--- config.mk ---
export PLATFORM = sky130hd
export DESIGN_NAME = smau_alu
export DESIGN_NICKNAME = d
export VERILOG_FILES = /design/src/rtl/core/smau_pkg.sv /design/src/rtl/core/smau_alu.sv
export SDC_FILE = /design/constraint.sdc
export NUM_CORES = 1
export LEC_CHECK = 0
export ABC_AREA = 0
export BUFFER_PORTS_ARGS = -buffer_cell sky130_fd_sc_hd__buf_2
export CAP_MARGIN = 30
export CORE_MARGIN = 2
export CORE_UTILIZATION = 63
export CTS_BUF_LIST = sky130_fd_sc_hd__clkbuf_4
export DETAILED_ROUTE_END_ITERATION = 7
export MAX_ROUTING_LAYER = met4
export PLACE_DENSITY = 0.83
export SLEW_MARGIN = 0
export SYNTH_ARGS = -nofsm -noshare
export SYNTH_HDL_FRONTEND = slang
export SYNTH_SLANG_ARGS = --single-unit
--- constraint.sdc ---
create_clock -name clk -period 7.5 [get_ports clk]
set_input_delay 0.375 -clock clk [delete_from_list [all_inputs] [get_ports clk]]
set_output_delay 0.375 -clock clk [all_outputs]
set_load 0.05 [all_outputs]
--- src/rtl/core/smau_pkg.sv ---
// shared types and constants for the stack machine arithmetic unit
package smau_pkg;

  localparam int DATA_W          = 32;
  localparam int CNT_W           = 9;
  localparam int STACK_DEPTH_DEF = 256;
  localparam int MIN_OPERANDS    = 2;

  // operation codes carried in the mode field
  typedef enum logic [2:0] {
    MODE_PUSH = 3'd0,
    MODE_ADD  = 3'd1,
    MODE_SUB  = 3'd2,
    MODE_DIV  = 3'd3,
    MODE_MUL  = 3'd4,
    MODE_MOD  = 3'd5
  } mode_t;

  typedef enum logic [1:0] {
    ST_OK      = 2'd0,
    ST_SHORT   = 2'd1,
    ST_DIVZERO = 2'd2,
    ST_FULL    = 2'd3
  } status_t;

  typedef struct packed {
    logic [2:0]               mode;
    logic signed [DATA_W-1:0] push_value;
  } in_item_t;

  typedef struct packed {
    logic signed [DATA_W-1:0] top_value;
    logic [CNT_W-1:0]         stack_count;
    status_t                  status;
  } out_item_t;

  // request from the sequencer to the arithmetic unit
  typedef struct packed {
    logic  start;
    mode_t op;
  } alu_ctl_t;

endpackage

--- src/rtl/core/smau_alu.sv ---
// iterative arithmetic unit: one shared adder for add, sub, shift-add multiply and restoring divide
module smau_alu (
  input  logic                             clk,
  input  logic                             rst_n,
  input  smau_pkg::alu_ctl_t               ctl,
  input  logic [smau_pkg::DATA_W-1:0]      a,
  input  logic [smau_pkg::DATA_W-1:0]      b,
  output logic                             done,
  output logic [smau_pkg::DATA_W-1:0]      result
);
  import smau_pkg::*;

  localparam int ITER_W = $clog2(DATA_W);
  localparam logic [ITER_W-1:0] ITER_LAST = ITER_W'(DATA_W - 1);

  typedef enum logic [1:0] {
    A_IDLE,
    A_RUN,
    A_FIX
  } astate_t;

  astate_t           state_r;
  mode_t             op_r;
  logic [DATA_W-1:0] acc_r;
  logic [DATA_W-1:0] x_r;
  logic [DATA_W-1:0] y_r;
  logic [ITER_W-1:0] iter_r;
  logic              neg_q_r;
  logic              neg_r_r;
  logic [DATA_W-1:0] res_r;
  logic              done_r;

  logic [DATA_W:0]   opa;
  logic [DATA_W:0]   opb;
  logic              sub;
  logic [DATA_W+1:0] sum;
  logic              qbit;

  function automatic logic [DATA_W-1:0] mag(input logic [DATA_W-1:0] v);
    mag = v[DATA_W-1] ? (~v + DATA_W'(1)) : v;
  endfunction

  // operand selection for the shared adder
  always_comb begin
    opa = {1'b0, acc_r};
    opb = {1'b0, x_r};
    sub = 1'b0;
    unique case (op_r)
      MODE_SUB: begin
        sub = 1'b1;
      end
      MODE_MUL: begin
        opb = y_r[0] ? {1'b0, x_r} : '0;
      end
      MODE_DIV, MODE_MOD: begin
        opa = {acc_r, y_r[DATA_W-1]};
        sub = 1'b1;
      end
      default: begin
        sub = 1'b0;
      end
    endcase
  end

  // shared adder, carry out marks no borrow on subtract
  assign sum  = {1'b0, opa} + {1'b0, (sub ? ~opb : opb)} + (DATA_W+2)'(sub);
  assign qbit = sum[DATA_W+1];

  // sequencer and datapath registers
  always_ff @(posedge clk) begin
    if (!rst_n) begin
      state_r <= A_IDLE;
      done_r  <= 1'b0;
      op_r    <= MODE_ADD;
    end else begin
      unique case (state_r)
        A_IDLE: begin
          done_r <= 1'b0;
          if (ctl.start) begin
            op_r    <= ctl.op;
            iter_r  <= '0;
            state_r <= A_RUN;
            unique case (ctl.op)
              MODE_MUL: begin
                acc_r <= '0;
                x_r   <= a;
                y_r   <= b;
              end
              MODE_DIV, MODE_MOD: begin
                acc_r   <= '0;
                x_r     <= mag(b);
                y_r     <= mag(a);
                neg_q_r <= a[DATA_W-1] ^ b[DATA_W-1];
                neg_r_r <= a[DATA_W-1];
              end
              default: begin
                acc_r <= a;
                x_r   <= b;
              end
            endcase
          end
        end
        A_RUN: begin
          unique case (op_r)
            MODE_MUL: begin
              acc_r  <= sum[DATA_W-1:0];
              x_r    <= {x_r[DATA_W-2:0], 1'b0};
              y_r    <= {1'b0, y_r[DATA_W-1:1]};
              iter_r <= iter_r + ITER_W'(1);
              if (iter_r == ITER_LAST) begin
                res_r   <= sum[DATA_W-1:0];
                done_r  <= 1'b1;
                state_r <= A_IDLE;
              end else begin
                done_r  <= 1'b0;
              end
            end
            MODE_DIV, MODE_MOD: begin
              done_r <= 1'b0;
              acc_r  <= qbit ? sum[DATA_W-1:0] : opa[DATA_W-1:0];
              y_r    <= {y_r[DATA_W-2:0], qbit};
              iter_r <= iter_r + ITER_W'(1);
              if (iter_r == ITER_LAST) begin
                state_r <= A_FIX;
              end
            end
            default: begin
              res_r   <= sum[DATA_W-1:0];
              done_r  <= 1'b1;
              state_r <= A_IDLE;
            end
          endcase
        end
        A_FIX: begin
          // sign fix: quotient by sign difference, remainder by dividend sign
          if (op_r == MODE_DIV) begin
            res_r <= neg_q_r ? (~y_r + DATA_W'(1)) : y_r;
          end else begin
            res_r <= neg_r_r ? (~acc_r + DATA_W'(1)) : acc_r;
          end
          done_r  <= 1'b1;
          state_r <= A_IDLE;
        end
        default: begin
          done_r  <= 1'b0;
          state_r <= A_IDLE;
        end
      endcase
    end
  end

  assign done   = done_r;
  assign result = res_r;

endmodule
Yosys cells after proc, flatten, opt, wreduce, memory -nomap -nowiden
Index checks and enable logic that the tools add are counted.
{"block": "op_classes", "n_eq_ne": 18, "add_sub_neg": 7, "bitwise_logic": 6, "reduce_logical": 16, "n_mux": 37}
{"op": "32-bit one-hot mux with 2 select lines", "n": 9}
{"op": "32-bit 2-to-1 mux", "n": 14}
{"op": "32-bit by 1-bit adder with 32-bit output, second input constant", "n": 4}
{"op": "32-bit inverter", "n": 4}
{"op": "33-bit 2-to-1 mux", "n": 2}
{"op": "33-bit by 33-bit adder with 34-bit output", "n": 1}
{"op": "34-bit by 1-bit adder with 34-bit output", "n": 1}
{"op": "33-bit inverter", "n": 1}
{"op": "4-bit AND reduction", "n": 5}
{"op": "3-bit equality test, second input constant", "n": 4}
{"op": "5-bit 2-to-1 mux", "n": 2}
{"op": "5-bit one-hot mux with 2 select lines", "n": 1}
{"op": "3-bit by 2-bit equality test with 1-bit output, second input constant", "n": 3}
{"op": "3-bit OR reduction", "n": 3}
{"op": "2-bit one-hot mux with 2 select lines", "n": 2}
{"op": "2-bit 2-to-1 mux", "n": 3}
{"op": "2-bit != test, second input constant", "n": 3}
{"op": "3-bit != test, second input constant", "n": 2}
{"op": "5-bit by 1-bit adder with 5-bit output, second input constant", "n": 1}
{"op": "5-bit equality test, second input constant", "n": 1}
{"op": "5-bit AND reduction", "n": 1}
{"op": "1-bit one-hot mux with 2 select lines", "n": 2}
{"op": "2-bit nonzero test", "n": 2}
{"op": "2-bit OR reduction", "n": 2}
{"op": "other kinds (10)", "n": 11}
{"block": "word_totals", "output_inout_bits": 33, "wordCells": 94, "input_bits": 70, "ff_bits": 141}

Depth between registers and ports, before layout
{"block": "logic_depth", "ltp_word": 9, "depth_mapped": 20, "depth_no_buf": 15}

Least setup slack after synthesis
OpenSTA, ideal clock, no wires.
{"block": "synth_path", "kind": "reg2reg", "from": "register op_r[2]", "to": "register y_r[0] (enable)", "arrival_ns": 5.466, "slack_ns": 1.564, "required_time_ns": 7.030, "setup_ns": 0.470, "n_path_buf": 2, "period_less_slack_ns": 5.936, "stages_incl_launch_ff": 7, "path_cell_list": "dfxtp_1 > xor2_1 > nand2_1 > clkbuf_1 > buf_1 > a31oi_1 > a21boi_0"}
{"block": "synth_between", "elab_chain_len": 4, "elab_cells_between_ends": 6, "cone_classes": "eq/ne (4); reduce/logical (2)"}
{"element": "start: declaration", "line": "smau_alu.sv:23", "source": "mode_t op_r;"}
{"element": "start signal: assignment", "line": "smau_alu.sv:80", "source": "op_r <= ctl.op;"}
{"element": "3-bit by 2-bit equality test with 1-bit output or 3-bit equality test (tied branches)", "line": "smau_alu.sv:104", "source": "unique case (op_r)"}
{"element": "2-bit OR reduction"}
{"element": "3-bit by 2-bit != test with 1-bit output (no source line) (*)"}
{"element": "5-bit AND reduction (no source line) (*)"}
{"element": "end signal: assignment", "line": "smau_alu.sv:92", "source": "y_r <= mag(a);"}
{"element": "end signal: assignment", "line": "smau_alu.sv:108", "source": "y_r <= {1'b0, y_r[DATA_W-1:1]};"}
{"element": "end signal: assignment", "line": "smau_alu.sv:121", "source": "y_r <= {y_r[DATA_W-2:0], qbit};"}
{"element": "end: declaration", "line": "smau_alu.sv:26", "source": "logic [DATA_W-1:0] y_r;"}
Every way passes the cells marked *; elsewhere a longest branch is shown, timed or not.
A chain may end at the register's enable or synchronous reset.

Final worst setup path
{"block": "layout_path", "from": "register op_r[2]", "to": "register acc_r[10], data pin"}
{"block": "layout_between", "elab_chain_len": 9, "elab_cells_between_ends": 16, "cone_classes": "add/sub (2); eq/ne (4); mux (7); bitwise (1); reduce/logical (2)"}
{"element": "3-bit by 2-bit equality test with 1-bit output, or another cell as far along", "line": "smau_alu.sv:48, smau_alu.sv:104"}
{"element": "3-bit OR reduction (no source line) or 32-bit 2-to-1 mux (tied branches)"}
{"element": "1-bit 2-to-1 mux or 33-bit inverter (tied branches)", "line": "smau_alu.sv:48, smau_alu.sv:66"}
{"element": "33-bit 2-to-1 mux", "line": "smau_alu.sv:66", "source": "assign sum = {1'b0, opa} + {1'b0, (sub ? ~opb : opb)} + (DATA_W+2)'(sub);"}
{"element": "33-bit by 33-bit adder with 34-bit output", "line": "smau_alu.sv:66"}
{"element": "34-bit by 1-bit adder with 34-bit output", "line": "smau_alu.sv:66"}
{"element": "32-bit 2-to-1 mux", "line": "smau_alu.sv:120", "source": "acc_r <= qbit ? sum[DATA_W-1:0] : opa[DATA_W-1:0];"}
{"element": "32-bit one-hot mux with 2 select lines (*)", "line": "smau_alu.sv:104"}
{"element": "32-bit one-hot mux with 2 select lines (*)", "line": "smau_alu.sv:76", "source": "unique case (state_r)"}
{"element": "end signal: assignment", "line": "smau_alu.sv:106", "source": "acc_r <= sum[DATA_W-1:0];"}
{"element": "end signal: assignment", "line": "smau_alu.sv:120"}
{"element": "end: declaration", "line": "smau_alu.sv:24", "source": "logic [DATA_W-1:0] acc_r;"}
Marked as above.

==> metrics <==
Period minus WS final=around 4.9 ns; DP HPWL=between 20000 and 30000 um; arrival time of data at the critical path endpoint=roughly 5.3 ns; Post-Place Setup Slack=~2.7 ns; worst-case setup margin in the final layout=around 2.6 ns; Warnings, synthesis=0; depth of the worst register-to-register path=15; Die Span X=~150 um; remaining design rule violation count=0; average wire per standard cell=between 20 and 25 um; area of the core=0.0200 mm^2; Avg Cell Area, Syn=7.93 um^2; number of clock sinks seen by CTS=about 140; Seq/Total Area, Yosys=0.327; net count reported at finish=1749; Crit Path Category=reg -> reg; type of origin of the critical path=flop; pin count of the biggest net entering global routing=between 70 and 80; largest clock skew in the final design=about 0.018 ns; proportion of netlist area held by the largest area contributor=0.318; switching share of power=0.450; flops & latches, synth=141; Port Buffer Count=slightly above 100; count of cell types in the netlist=70; Flop pwr share=0.327; cell-internal power=1.92 mW; Die Y=~150 um; GR Overflow Total=0; cell count after placement=between 1.5k and 2k; total power per unit cell area=253 mW/mm^2; row cnt=between 50 and 60; wirelength, routed=40600 um; antenna violations before repair=1; final design instance area without fill=0.0138 mm^2; deepest clock path buffer count=2; Req. time, crit path=7.81 ns; cell types with the highest counts after synthesis=329 x sky130_fd_sc_hd__nand2_1, 135 x sky130_fd_sc_hd__edfxtp_1, 122 x sky130_fd_sc_hd__o21ai_0; instance area after placement=about 0.013 mm^2; total negative slack=0 ns; Routed Antenna Nets=0; Clk Tree Root Cell=sky130_fd_sc_hd__clkbuf_4; largest fanout on the critical path=28; net load switching power=1.57 mW; final count of negative-setup-slack endpoints=0; Static Leak=about 5.2 nW; part of the power in combinational logic=0.516; start point of the worst hold path=rst_n; final clock period utilization by the worst path=0.659; post_cts resized=0; Mapped Nets=approximately 1.7k; number of vias per cell after detailed routing=6.61; number of cells traversed by the worst hold path=2; global placer's final weighted congestion=around 0.95; routed vias=12.7k; maximum level of the CTS H-tree=4; Max Clock Freq=between 200 and 250 MHz; Critical R2R Launch=op_r[2]$_SDFFE_PN0P_; top area cells in the synthesized netlist=sky130_fd_sc_hd__edfxtp_1 32%, sky130_fd_sc_hd__nand2_1 9.7%, sky130_fd_sc_hd__xnor2_1 5.8%, sky130_fd_sc_hd__o21ai_0 4.8%, sky130_fd_sc_hd__xor2_1 4.7%; Main synth FF type=sky130_fd_sc_hd__edfxtp_1; non-filler instance count after layout=1920; number of iterations in the first detailed-routing pass=7; die outline area=0.0214 mm^2; Setup crit end kind=flop; setup slack of the worst register-to-register path=between 2 and 3 ns; max-slew headroom at the worst pin=0.380; overall routing resource usage=0.390; clock power share=0.157; number of filler cells placed in the layout=approximately 1.7k; final core occ=0.687; setup repair after global routing missed its margin=no; min-delay worst type=in -> reg; sink of the worst hold path=op_r[0]$_SDFFE_PN1P_; CTS buffer count=17; violation count after the first detailed-route iteration=approximately 2.0k; Post-CTS Setup Repair Bufs=0; initial standard-cell utilization of the core=0.637; most used standard cell by instance count after synthesis=sky130_fd_sc_hd__nand2_1; max-cap violations=0; CTS tree=done; Tot Pwr=around 3.5 mW; vias in the first global route=around 11k; endpoint of the worst register-to-register path=acc_r[10]$_DFFE_PP_; clock-pin slew on the worst setup and hold paths=0.13 ns; number of hold violations in the final report=0; Post-Synthesis Cell Area=roughly 0.013 mm^2; cell count after synthesis=around 1.6k; hold slack=0.0511 ns; source-to-sink clock delay at the later pin of the worst-skew pair=~0.59 ns; Post-CTS Hold Fix Bufs=0; final-report max-slew violation count=0; run status=complete, no violations; global-route wire length before repair=~63000 um; asr flop ratio synth=0; transition time at the pin with the least slew margin=approximately 0.93 ns; Syn-to-layout area delta=7.82%; ports placed on the boundary=just over 100; worst ir drop on vdd=approximately 0.11 mV; cell type with the highest aggregate area in the netlist=sky130_fd_sc_hd__edfxtp_1; Post-synth EDFFs=~140; ratio of cells with drive above 1 in the final layout=0.112
## worst max-delay path, cell delays in order, from the launching register on
cell	delay, ns
sky130_fd_sc_hd__dfxtp_1	0.46
sky130_fd_sc_hd__nor2b_1	0.25
sky130_fd_sc_hd__a21o_1	0.77
sky130_fd_sc_hd__buf_4	0.41
sky130_fd_sc_hd__xnor2_1	0.14
sky130_fd_sc_hd__ha_1	0.40
sky130_fd_sc_hd__and3_1	0.24
sky130_fd_sc_hd__nand2_1	0.11
sky130_fd_sc_hd__nor3_1	0.25
sky130_fd_sc_hd__and3_1	0.19
sky130_fd_sc_hd__nand3_1	0.11
sky130_fd_sc_hd__nand3b_1	0.25
sky130_fd_sc_hd__and2_1	0.16
sky130_fd_sc_hd__buf_4	0.41
sky130_fd_sc_hd__mux2i_1	0.36
sky130_fd_sc_hd__o22ai_1	0.13
## power by group through the flow
| stage | Combinational, mW | Sequential [mW] | Clock (mW) |
|---|---|---|---|
| after CTS | 1.75 | 1.14 | 0.545 |
| after detailed placement | 1.73 | 1.15 | 0 |
| final | 1.80 | 1.14 | 0.546 |
| after global routing | 1.94 | 1.15 | 0.572 |
| after floorplan | 1.19 | 1.20 | 0 |
| after global placement | 1.71 | 1.15 | 0 |
## metal layers
metal,track usage,up-vias,share of wire
li1,-,5920,-
met1,0.585,5839,0.42
met2,0.530,881,0.41
met3,0.0963,53,0.15
met4,0.0859,0,0.016
met5,-,-,0
## cell families (layout without fill, tap and decap cells)
family                     after synthesis  after routing  share of synthesized area
other                                    0              1                          0
AOI/OAI and AO/OA                      475            475                      0.235
and+or+nand+nor                        612            612                      0.214
xor gates and xnor gates               153            153                      0.105
DFF                                    141            141                      0.327
muxes                                   40             40                     0.0324
adders and majority gates               43             43                     0.0427
buffers and inverters                  145            185                     0.0432
## cell usage in the layout, fill, tap and decap left out, drive strengths merged, types with 42 or more instances in the layout
| cell type | n |
|---|---|
| xor2 | 68 |
| buf | 121 |
| xnor2 | 85 |
| ha | 42 |
| nor2 | 98 |
| a21oi | 109 |
| o21ai | 128 |
| edfxtp | 135 |
| a31oi | 43 |
| nand2 | 329 |
## worst max path at each step
stage | startpoint | cells past startpoint | endpoint
2_1_floorplan | op_r[2]$_SDFFE_PN0P_ | 6 | y_r[0]$_DFFE_PP_
3_3_place_gp | op_r[2]$_SDFFE_PN0P_ | 15 | acc_r[10]$_DFFE_PP_
3_5_place_dp | op_r[2]$_SDFFE_PN0P_ | 15 | acc_r[10]$_DFFE_PP_
4_1_cts | op_r[2]$_SDFFE_PN0P_ | 15 | acc_r[10]$_DFFE_PP_
5_1_grt | op_r[2]$_SDFFE_PN0P_ | 14 | acc_r[30]$_DFFE_PP_
6_report | op_r[2]$_SDFFE_PN0P_ | 15 | acc_r[10]$_DFFE_PP_
## final cells by class
| class | instances | area [um^2] | area share |
|---|---|---|---|
| Multi-Input combinational cell | 1323 | 8100 | 0.588 |
| Sequential cell | 141 | 4170 | 0.303 |
| Antenna cell | 1 | 2.50 | 0.000182 |
| Clock buffer | 17 | 128 | 0.00927 |
| Timing Repair Buffer | 121 | 733 | 0.0533 |
| Tap cell | 270 | 338 | 0.0245 |
| Inverter | 32 | 120 | 0.00873 |
| Clock inverter | 15 | 170 | 0.0124 |
## flip-flops by register name, indices dropped and copies added (netlist names)
signal	cells
y_r	32
result	32
neg_r_r	1
iter_r	5
acc_r	32
done	1
op_r	3
state_r	2
x_r	32
neg_q_r	1
Power figures use the tool's default switching activity.
